===== config.mk =====
export PLATFORM = sky130hd
export DESIGN_NAME = jpeg_frame_size_scanner_top
export DESIGN_NICKNAME = d
export VERILOG_FILES = /design/src/design/jfs_pkg.sv /design/src/design/jfs_scan.sv /design/src/design/jpeg_frame_size_scanner_top.sv
export SDC_FILE = /design/constraint.sdc
export NUM_CORES = 1
export LEC_CHECK = 0
export BUFFER_PORTS_ARGS = -buffer_cell sky130_fd_sc_hd__buf_2
export CORE_MARGIN = 2
export CORE_UTILIZATION = 38
export DETAILED_ROUTE_END_ITERATION = 10
export SLEW_MARGIN = 20
export SYNTH_ARGS = -nofsm -noshare
export SYNTH_HDL_FRONTEND = slang
export SYNTH_SLANG_ARGS = --single-unit

===== constraint.sdc =====
create_clock -name clock -period 4.06 [get_ports clock]
set_input_delay 0.406 -clock clock [delete_from_list [all_inputs] [get_ports clock]]
set_output_delay 0.406 -clock clock [all_outputs]
set_load 0.01 [all_outputs]

===== src/design/jfs_pkg.sv =====
// Package for the JPEG frame size scanner.
// Holds the scan phase type, marker byte codes and the result struct.
// No dependencies.
package jfs_pkg;

   // Marker byte codes
   localparam logic [7:0] BYTE_MARKER = 8'hFF;
   localparam logic [7:0] MARK_SOF0   = 8'hC0;
   localparam logic [7:0] MARK_SOF1   = 8'hC1;
   localparam logic [7:0] MARK_SOF2   = 8'hC2;
   localparam logic [7:0] MARK_RST0   = 8'hD0;
   localparam logic [7:0] MARK_EOI    = 8'hD9;

   // Bytes after an SOF marker before the height: length high, length low, precision
   localparam logic [15:0] SOF_PREFIX_LEN = 16'd3;
   // A segment length counts its own two bytes
   localparam logic [15:0] SEG_LEN_BYTES  = 16'd2;

   // Byte walk phases, one-hot
   typedef enum logic [12:0] {
      PH_SKIP0   = 13'b0000000000001,
      PH_SKIP1   = 13'b0000000000010,
      PH_SCAN    = 13'b0000000000100,
      PH_MARKER  = 13'b0000000001000,
      PH_LENHI   = 13'b0000000010000,
      PH_LENLO   = 13'b0000000100000,
      PH_SEGSKIP = 13'b0000001000000,
      PH_SOFPRE  = 13'b0000010000000,
      PH_HHI     = 13'b0000100000000,
      PH_HLO     = 13'b0001000000000,
      PH_WHI     = 13'b0010000000000,
      PH_WLO     = 13'b0100000000000,
      PH_DONE    = 13'b1000000000000
   } phase_type;

   // One result item from the scanner
   typedef struct packed {
      logic        valid;
      logic        found;
      logic [15:0] height;
      logic [15:0] width;
   } result_type;

endpackage


===== src/design/jfs_scan.sv =====
// Per-byte scan state machine of the JPEG frame size scanner.
// Holds the walk state and builds the result for the byte in the input register.
// Depends on jfs_pkg.
module jfs_scan
   import jfs_pkg::*;
(
   input  logic        clock,
   input  logic        reset,
   input  logic        step,
   input  logic [7:0]  data_byte,
   input  logic        last_byte,
   output result_type  result
);

   phase_type   phase_ff,        phase_in;
   logic [15:0] byte_count_ff,   byte_count_in;
   logic [15:0] height_ff,       height_in;
   logic [7:0]  width_high_ff,   width_high_in;
   logic [7:0]  length_high_ff,  length_high_in;
   logic        reported_ff,     reported_in;

   logic [15:0] seg_len;
   logic [15:0] count_dec;

   assign seg_len   = {length_high_ff, data_byte};
   assign count_dec = byte_count_ff - 16'd1;

   // Advance the byte walk and form the result
   always_comb begin
      phase_in       = phase_ff;
      byte_count_in  = byte_count_ff;
      height_in      = height_ff;
      width_high_in  = width_high_ff;
      length_high_in = length_high_ff;
      reported_in    = reported_ff;
      result         = '0;

      unique case (phase_ff)
         PH_SKIP0: begin
            phase_in = PH_SKIP1;
         end
         PH_SKIP1: begin
            phase_in = PH_SCAN;
         end
         PH_MARKER: begin
            case (data_byte) inside
               MARK_SOF0, MARK_SOF1, MARK_SOF2: begin
                  byte_count_in = SOF_PREFIX_LEN;
                  phase_in      = PH_SOFPRE;
               end
               [MARK_RST0:MARK_EOI]: begin
                  phase_in = PH_SCAN;
               end
               default: begin
                  phase_in = PH_LENHI;
               end
            endcase
         end
         PH_LENHI: begin
            length_high_in = data_byte;
            phase_in       = PH_LENLO;
         end
         PH_LENLO: begin
            if (seg_len <= SEG_LEN_BYTES) begin
               phase_in = PH_SCAN;
            end else begin
               byte_count_in = seg_len - SEG_LEN_BYTES;
               phase_in      = PH_SEGSKIP;
            end
         end
         PH_SEGSKIP: begin
            byte_count_in = count_dec;
            if (count_dec == 16'd0) begin
               phase_in = PH_SCAN;
            end
         end
         PH_SOFPRE: begin
            byte_count_in = count_dec;
            if (count_dec == 16'd0) begin
               phase_in = PH_HHI;
            end
         end
         PH_HHI: begin
            height_in = {data_byte, 8'd0};
            phase_in  = PH_HLO;
         end
         PH_HLO: begin
            height_in = {height_ff[15:8], height_ff[7:0] | data_byte};
            phase_in  = PH_WHI;
         end
         PH_WHI: begin
            width_high_in = data_byte;
            phase_in      = PH_WLO;
         end
         PH_WLO: begin
            result.valid  = 1'b1;
            result.found  = 1'b1;
            result.height = height_ff;
            result.width  = {width_high_ff, data_byte};
            reported_in   = 1'b1;
            phase_in      = PH_DONE;
         end
         PH_DONE: begin
            phase_in = PH_DONE;
         end
         default: begin
            // scan phase and any stray code
            phase_in = (data_byte == BYTE_MARKER) ? PH_MARKER : PH_SCAN;
         end
      endcase

      // End of file: report not found once, then clear for the next file
      if (last_byte) begin
         if (!result.valid && !reported_ff) begin
            result.valid = 1'b1;
         end
         phase_in       = PH_SKIP0;
         byte_count_in  = '0;
         height_in      = '0;
         width_high_in  = '0;
         length_high_in = '0;
         reported_in    = 1'b0;
      end
   end

   // Hold the walk state, update on each stepped byte
   always_ff @(posedge clock) begin
      if (reset) begin
         phase_ff       <= PH_SKIP0;
         byte_count_ff  <= '0;
         height_ff      <= '0;
         width_high_ff  <= '0;
         length_high_ff <= '0;
         reported_ff    <= 1'b0;
      end else if (step) begin
         phase_ff       <= phase_in;
         byte_count_ff  <= byte_count_in;
         height_ff      <= height_in;
         width_high_ff  <= width_high_in;
         length_high_ff <= length_high_in;
         reported_ff    <= reported_in;
      end
   end

endmodule


===== src/design/jpeg_frame_size_scanner_top.sv =====
// A byte's result passes through the input register and then the result register.
// One byte per cycle while the result side does not stall; the scan state machine steps once per byte.
// A result register and the input register let a byte enter while a result waits.
// Reset is synchronous, active high: walk state returns to skipping the first two bytes.
// Top level of the JPEG frame size scanner; instantiates jfs_scan, uses jfs_pkg.
module jpeg_frame_size_scanner_top
   import jfs_pkg::*;
(
   input  logic        clock,
   input  logic        reset,
   input  logic        req_valid,
   output logic        req_stall,
   input  logic [7:0]  req_data_byte,
   input  logic        req_last_byte,
   output logic        rsp_valid,
   input  logic        rsp_stall,
   output logic        rsp_found,
   output logic [15:0] rsp_height,
   output logic [15:0] rsp_width
);

   logic        in_valid_ff, in_valid_in;
   logic [7:0]  in_byte_ff;
   logic        in_last_ff;
   logic        out_valid_ff, out_valid_in;
   logic        out_found_ff;
   logic [15:0] out_height_ff;
   logic [15:0] out_width_ff;

   logic        advance;
   logic        step;
   logic        accept;
   result_type  result;

   // Result register free or draining this cycle
   assign advance     = !out_valid_ff || !rsp_stall;
   assign step        = in_valid_ff && advance;
   assign req_stall   = in_valid_ff && !advance;
   assign accept      = req_valid && !req_stall;
   assign in_valid_in = req_stall ? 1'b1 : req_valid;
   assign out_valid_in = step && result.valid;

   jfs_scan u_scan (
      .clock     (clock),
      .reset     (reset),
      .step      (step),
      .data_byte (in_byte_ff),
      .last_byte (in_last_ff),
      .result    (result)
   );

   // Input register: hold while stalled, load on transfer
   always_ff @(posedge clock) begin
      if (reset) begin
         in_valid_ff <= 1'b0;
      end else begin
         in_valid_ff <= in_valid_in;
      end
   end

   always_ff @(posedge clock) begin
      if (accept) begin
         in_byte_ff <= req_data_byte;
         in_last_ff <= req_last_byte;
      end
   end

   // Result register: hold while stalled
   always_ff @(posedge clock) begin
      if (reset) begin
         out_valid_ff <= 1'b0;
      end else if (advance) begin
         out_valid_ff <= out_valid_in;
      end
   end

   always_ff @(posedge clock) begin
      if (out_valid_in) begin
         out_found_ff  <= result.found;
         out_height_ff <= result.height;
         out_width_ff  <= result.width;
      end
   end

   assign rsp_valid  = out_valid_ff;
   assign rsp_found  = out_found_ff;
   assign rsp_height = out_height_ff;
   assign rsp_width  = out_width_ff;

endmodule


**Word-level counts from Yosys, hierarchy flattened**

Cells that the tools add are included.
Widths: inputs -> output; s select.

- Memories: 0
- Input port bits: 13
- Flip-flop bits (word level): 106
- Memory bits (read-only): 0
- Output and inout bits: 35
- RAM bits: 0
- Bits in latches: 0
- Logic and storage cells: 95

- Divide/modulo/power cells: 0
- Bitwise operators: 1
- Shift operators: 0
- Reduce and logical (&&, ||, !) cells: 30
- Equality and inequality tests: 21
- Magnitude comparators: 3
- Multiply operators: 0
- Muxes and demuxes: 24
- $add $sub $neg: 2

Operator list:

| operator | number |
|---|---|
| $pmux 13 s11 | 1 |
| $mux 16 | 4 |
| $mux 13 | 4 |
| $pmux 16 s3 | 1 |
| $mux 34 | 1 |
| $eq 8x8->1 const B | 4 |
| $mux 8 | 4 |
| $pmux 16 s2 | 1 |
| $le 16x2->1 const B | 1 |
| $logic_not 16->1 | 1 |
| $sub 16x1->16 const B | 1 |
| $sub 16x2->16 const B | 1 |
| $eq 13x1->1 const B | 1 |
| $eq 13x10->1 const B | 1 |
| $eq 13x11->1 const B | 1 |
| $eq 13x12->1 const B | 1 |
| $eq 13x13->1 const B | 1 |
| $eq 13x2->1 const B | 1 |
| $eq 13x4->1 const B | 1 |
| $eq 13x5->1 const B | 1 |
| $eq 13x6->1 const B | 1 |
| $eq 13x7->1 const B | 1 |
| $eq 13x8->1 const B | 1 |
| $eq 13x9->1 const B | 1 |
| other kinds (21) | 45 |

**Longest topological paths before layout**

- Depth after elaboration: 7
- Gate-level depth with buffers: 11
- Gate-level depth less buffers: 8

**Hierarchy**

Synthesis repeated with hierarchy kept, for this count alone.

- Cell total of the unflattened synthesis: 594
- Area total of the unflattened synthesis: 5375.2 µm²

By module, submodules not included:

| module | seq. area each (µm²) | area each (µm²) | cells each | times used |
|---|---|---|---|---|
| jfs_scan | 1241.2 | 4020.1 | 540 | 1 |
| jpeg_frame_size_scanner_top | 1301.2 | 1355.0 | 54 | 1 |

**Worst setup path after synthesis**

Ideal clock, no wire load.

- Path type: register to register
- From: reg u_scan.phase_ff[4]
- To: reg out_found_ff, in the netlist rsp_found, enable pin
- Period minus slack after synthesis: 3549 ps
- Buffers on the path: 2
- Stages on the path, launching flop included: 8
- Required time: 3637 ps
- Arrival time: 3126 ps
- Library setup time: 423 ps
- Setup slack: 511 ps
- Cells stage by stage: dfxtp_1 > clkbuf_1 > or4_1 > nor3_1 > and3_1 > clkbuf_1 > a21oi_1 > nor2_1

- Word-level cells in the longest chain between the ends: 7

RTL lines:

| element | line | text |
|---|---|---|
| start: declaration | jfs_scan.sv:15 | `phase_type phase_ff, phase_in;` |
| start signal: assignment | jfs_scan.sv:136 | `phase_ff <= phase_in;` |
| $eq 13x12->1 * | jfs_scan.sv:38 | `unique case (phase_ff)` |
| $mux 34 * | jfs_scan.sv:38 |  |
| $logic_not 1->1 | jfs_scan.sv:114 | `if (!result.valid && !reported_ff) begin` |
| $logic_and 1x1->1 | jfs_scan.sv:114 |  |
| $mux 1 | jfs_scan.sv:114 |  |
| $mux 1 * | jfs_scan.sv:113 | `if (last_byte) begin` |
| $logic_and 1x1->1 * | jpeg_frame_size_scanner_top.sv:41 | `assign out_valid_in = step && result.valid;` |
| net out_valid_in | jpeg_frame_size_scanner_top.sv:25 | `logic out_valid_ff, out_valid_in;` |
| end signal: assignment | jpeg_frame_size_scanner_top.sv:79 | `out_found_ff <= result.found;` |
| end: declaration | jpeg_frame_size_scanner_top.sv:26 | `logic out_found_ff;` |

Mark *: on every way through the listed nets, which the timed path passes. The rest lies on a longest branch.
A chain may end at the register's enable or synchronous reset.

**Worst setup path after layout**

- From: reg u_scan.phase_ff[10]
- To: reg u_scan.phase_ff[11]

- Word-level cells in the longest chain between the ends: 4
- Elaborated cells on any way between the ends: 18
- Those cells by class: eq/ne (14); mux (2); reduce/logical (2)

RTL lines:

| element | line |
|---|---|
| $eq 13x12->1 or $eq 13x13->1 (tied branches) | jfs_scan.sv:38 |
| $reduce_or 2->1 (no line) | - |
| $pmux 13 s11 | jfs_scan.sv:38 |
| $mux 13 | jfs_scan.sv:113 |

Parallel ways exist; a longest one is shown, timed or not.

==> run metrics <==
DRT Wirelength=13,590 microns; root buffer cell=clkbuf_16; CTS tree=done; CP Class=reg -> reg; Worst EP required=4.36 ns; I/O pin cnt=48; CP top delay family=simple AND/OR/NAND/NOR gates; Seq cells post-synth=106; post-layout min period=3.195 ns; CTS Hold Bufs=0; post-route design area=5942 sq um; Reg clk slew, reported paths=0.08 ns; Num CTS Buffers=9; GRT Util Overall=19.56%; Clock Tree Buf Depth=2; H-tree levels=3; asr flop ratio synth=0%; synth warn=0; synthesized area=5235 sq um; synth unique cells=73; Core Util, Final=44.52%; Synth Instances=553; critical path arrival=3.49 ns; Worst setup SP type=flop; R2R Setup Slk=0.86 ns; Final nets=599; die area=14,730 sq um; IO Port Bufs=47; DRT iter0 DRCs=465; cells resized by post-CTS repair=0; die extent in y=121.4 microns; largest net degree at the start of global routing=38; Least-Margin Pin Slew=0.9684 ns; DRT Pass-1 Iters=5; ANT nets after route=0; # rows=42; Congestion Overflow GR=0; clk_lat worst skew=0.36 ns; Slew Limit Fails=0; Area growth, synth to finish=13.50%; # Post-CTS Setup Buffers=0; status=completed; Post-synth top flop=dfxtp_1; top cells by area, synth=dfxtp_1 (24%), edfxtp_1 (24%), nor2_1 (5.0%), and2_1 (3.8%), a21oi_1 (3.1%); first-pass GRT wire length=22,310 microns; Placed Area=5609 sq um; Initial Utilization=39.22%; vias per cell=5.738; EDFF count, synth=42; worst vdd ir=0.0002691 V; layout cell share with drive strength beyond 1=16.18%; antenna fix cells=0; vias in the first global route=4,173; leading area contributor after synthesis=dfxtp_1; CP max stage cell=or3_1; WP buf/inv=1; routed vias=4,378; Seq/Total Area, Yosys=48.57%; RSZ-0062 raised after global routing=false; PwrDens=371.5 nW/um^2; worst-path cell chain=nor3_1, nand3_1, or3_1, a41oi_1, buf_4, nand2b_1, a32o_1; slowest stage delay, CP=0.76 ns; Final setup violation count=0; most numerous cell in the Yosys netlist=nor2_1; Clock Skews=0.01038 ns; fin crit share=78.70%; DR WL/cell=17.81 microns; setup TNS=0 ns; Max transition margin=35.20%; Yosys top cell area share=24.47%; HP Class=in -> reg; max-cap viol count=0; initial antenna violation count=0; Achievable Freq=0.3130 GHz; crit path max fanout=23; non-filler cells, final=763; drt drc=0; Lkg Pwr=0.002150 uW; top cells by count, synth=nor2_1 (70), dfxtp_1 (64), edfxtp_1 (42); clk sink count=106; Mean Syn Cell Area=9.467 sq um; gpl congestion=0.9275; placed cells=747; Crit. End Element=flop; die width=121.4 microns; Hold Vio Cnt, Final=0; total power=2207 uW; HPWL after DPL=9484 microns; Mapped Nets=570; core area=13,350 sq um
-- metal layers --
metal / wire [microns] / track usage (%) / part of all wire, % / vias up
met5: 0 / 0 / 0 / -
met4: 366 / 7.543 / 2.7 / 0
met3: 736 / 4.229 / 5.4 / 26
met2: 6163 / 30.48 / 45 / 148
met1: 6322 / 26.56 / 47 / 2101
li1: - / - / - / 2103
-- worst reg2reg max path, stage by stage (launching register included) --
cell	delay, ns
dfxtp_1	0.39
nor3_1	0.43
nand3_1	0.37
or3_1	0.76
a41oi_1	0.38
buf_4	0.24
nand2b_1	0.35
a32o_1	0.23
-- path summary, 6_finish.rpt --
path,cells after the start,endpoint,from
worst max-delay path,7,u_scan.phase_ff[11],u_scan.phase_ff[10]
worst min-delay path,1,in_byte_ff[0],req_data_byte[0]
worst max register to register,7,u_scan.phase_ff[11],u_scan.phase_ff[10]
worst min register to register,2,u_scan.height_ff[5],u_scan.height_ff[5]
-- flip-flops by register name, indices dropped and copies added (netlist names), 8 cells and up --
signal	count
u_scan.byte_count_ff	16
u_scan.width_high_ff	8
u_scan.phase_ff	13
rsp_height	16
rsp_width	16
u_scan.length_high_ff	8
in_byte_ff	8
u_scan.height_ff	16
-- metrics by stage --
stage,hold slack (ns),worst slack [ns]
2_1_floorplan,0.4273,0.5106
3_3_place_gp,0.4416,0.9909
3_5_place_dp,0.4541,0.9584
4_1_cts,0.2079,0.9390
5_1_grt,0.2075,0.6012
6_report,0.2191,0.8646
-- kinds of logic after synthesis --
| kind of cell | after synthesis | synth area share, % |
|---|---|---|
| simple gates | 228 | 23.52 |
| buf+inv | 54 | 4.374 |
| flops | 106 | 48.57 |
| fa+ha+maj | 4 | 0.9561 |
| compound gates | 135 | 18.07 |
| mux | 5 | 1.004 |
| xor+xnor | 21 | 3.513 |
-- placed cells by master (no fill, tap or decap), types with 3 or more instances in the layout --
cell type,instances
a21oi_1,32
xnor2_1,9
nor2_1,69
nand4b_1,4
nand2b_1,6
clkbuf_16,9
or4_1,3
o32ai_1,7
o211ai_1,5
nand2_1,22
a22oi_1,14
buf_4,13
or3_1,9
nor4_1,14
mux2i_1,3
and2_1,32
o22ai_1,7
dfxtp_1,64
a22o_1,6
clkinv_8,3
nor3_1,20
a31o_2,3
and3_1,3
nand3_1,16
edfxtp_1,42
nand4_1,8
buf_2,47
o21ai_1,9
or2_2,3
inv_1,11
a31o_1,3
o31ai_1,7
or4_4,3
o21ai_0,15
ha_1,4
xor2_1,12
-- cell type report --
type / instances / area, sq um
clock buffers: 9 / 225.2
clock inverters: 7 / 107.6
fillers: 1311 / 7406
inverters: 12 / 45.04
multi-input cells: 393 / 2469
flip-flops and latches: 106 / 2542
well taps: 176 / 220.2
repair buffers: 60 / 332.8
-- report_power, final --
| group | internal (uW) | total (uW) | switching (uW) |
|---|---|---|---|
| Combinational | 36.6 | 121 | 84.1 |
| Clock | 501 | 947 | 446 |
| Sequential | 1120 | 1140 | 18.4 |
| Total | 1660 | 2210 | 549 |
(Power assumes the default switching activity.)
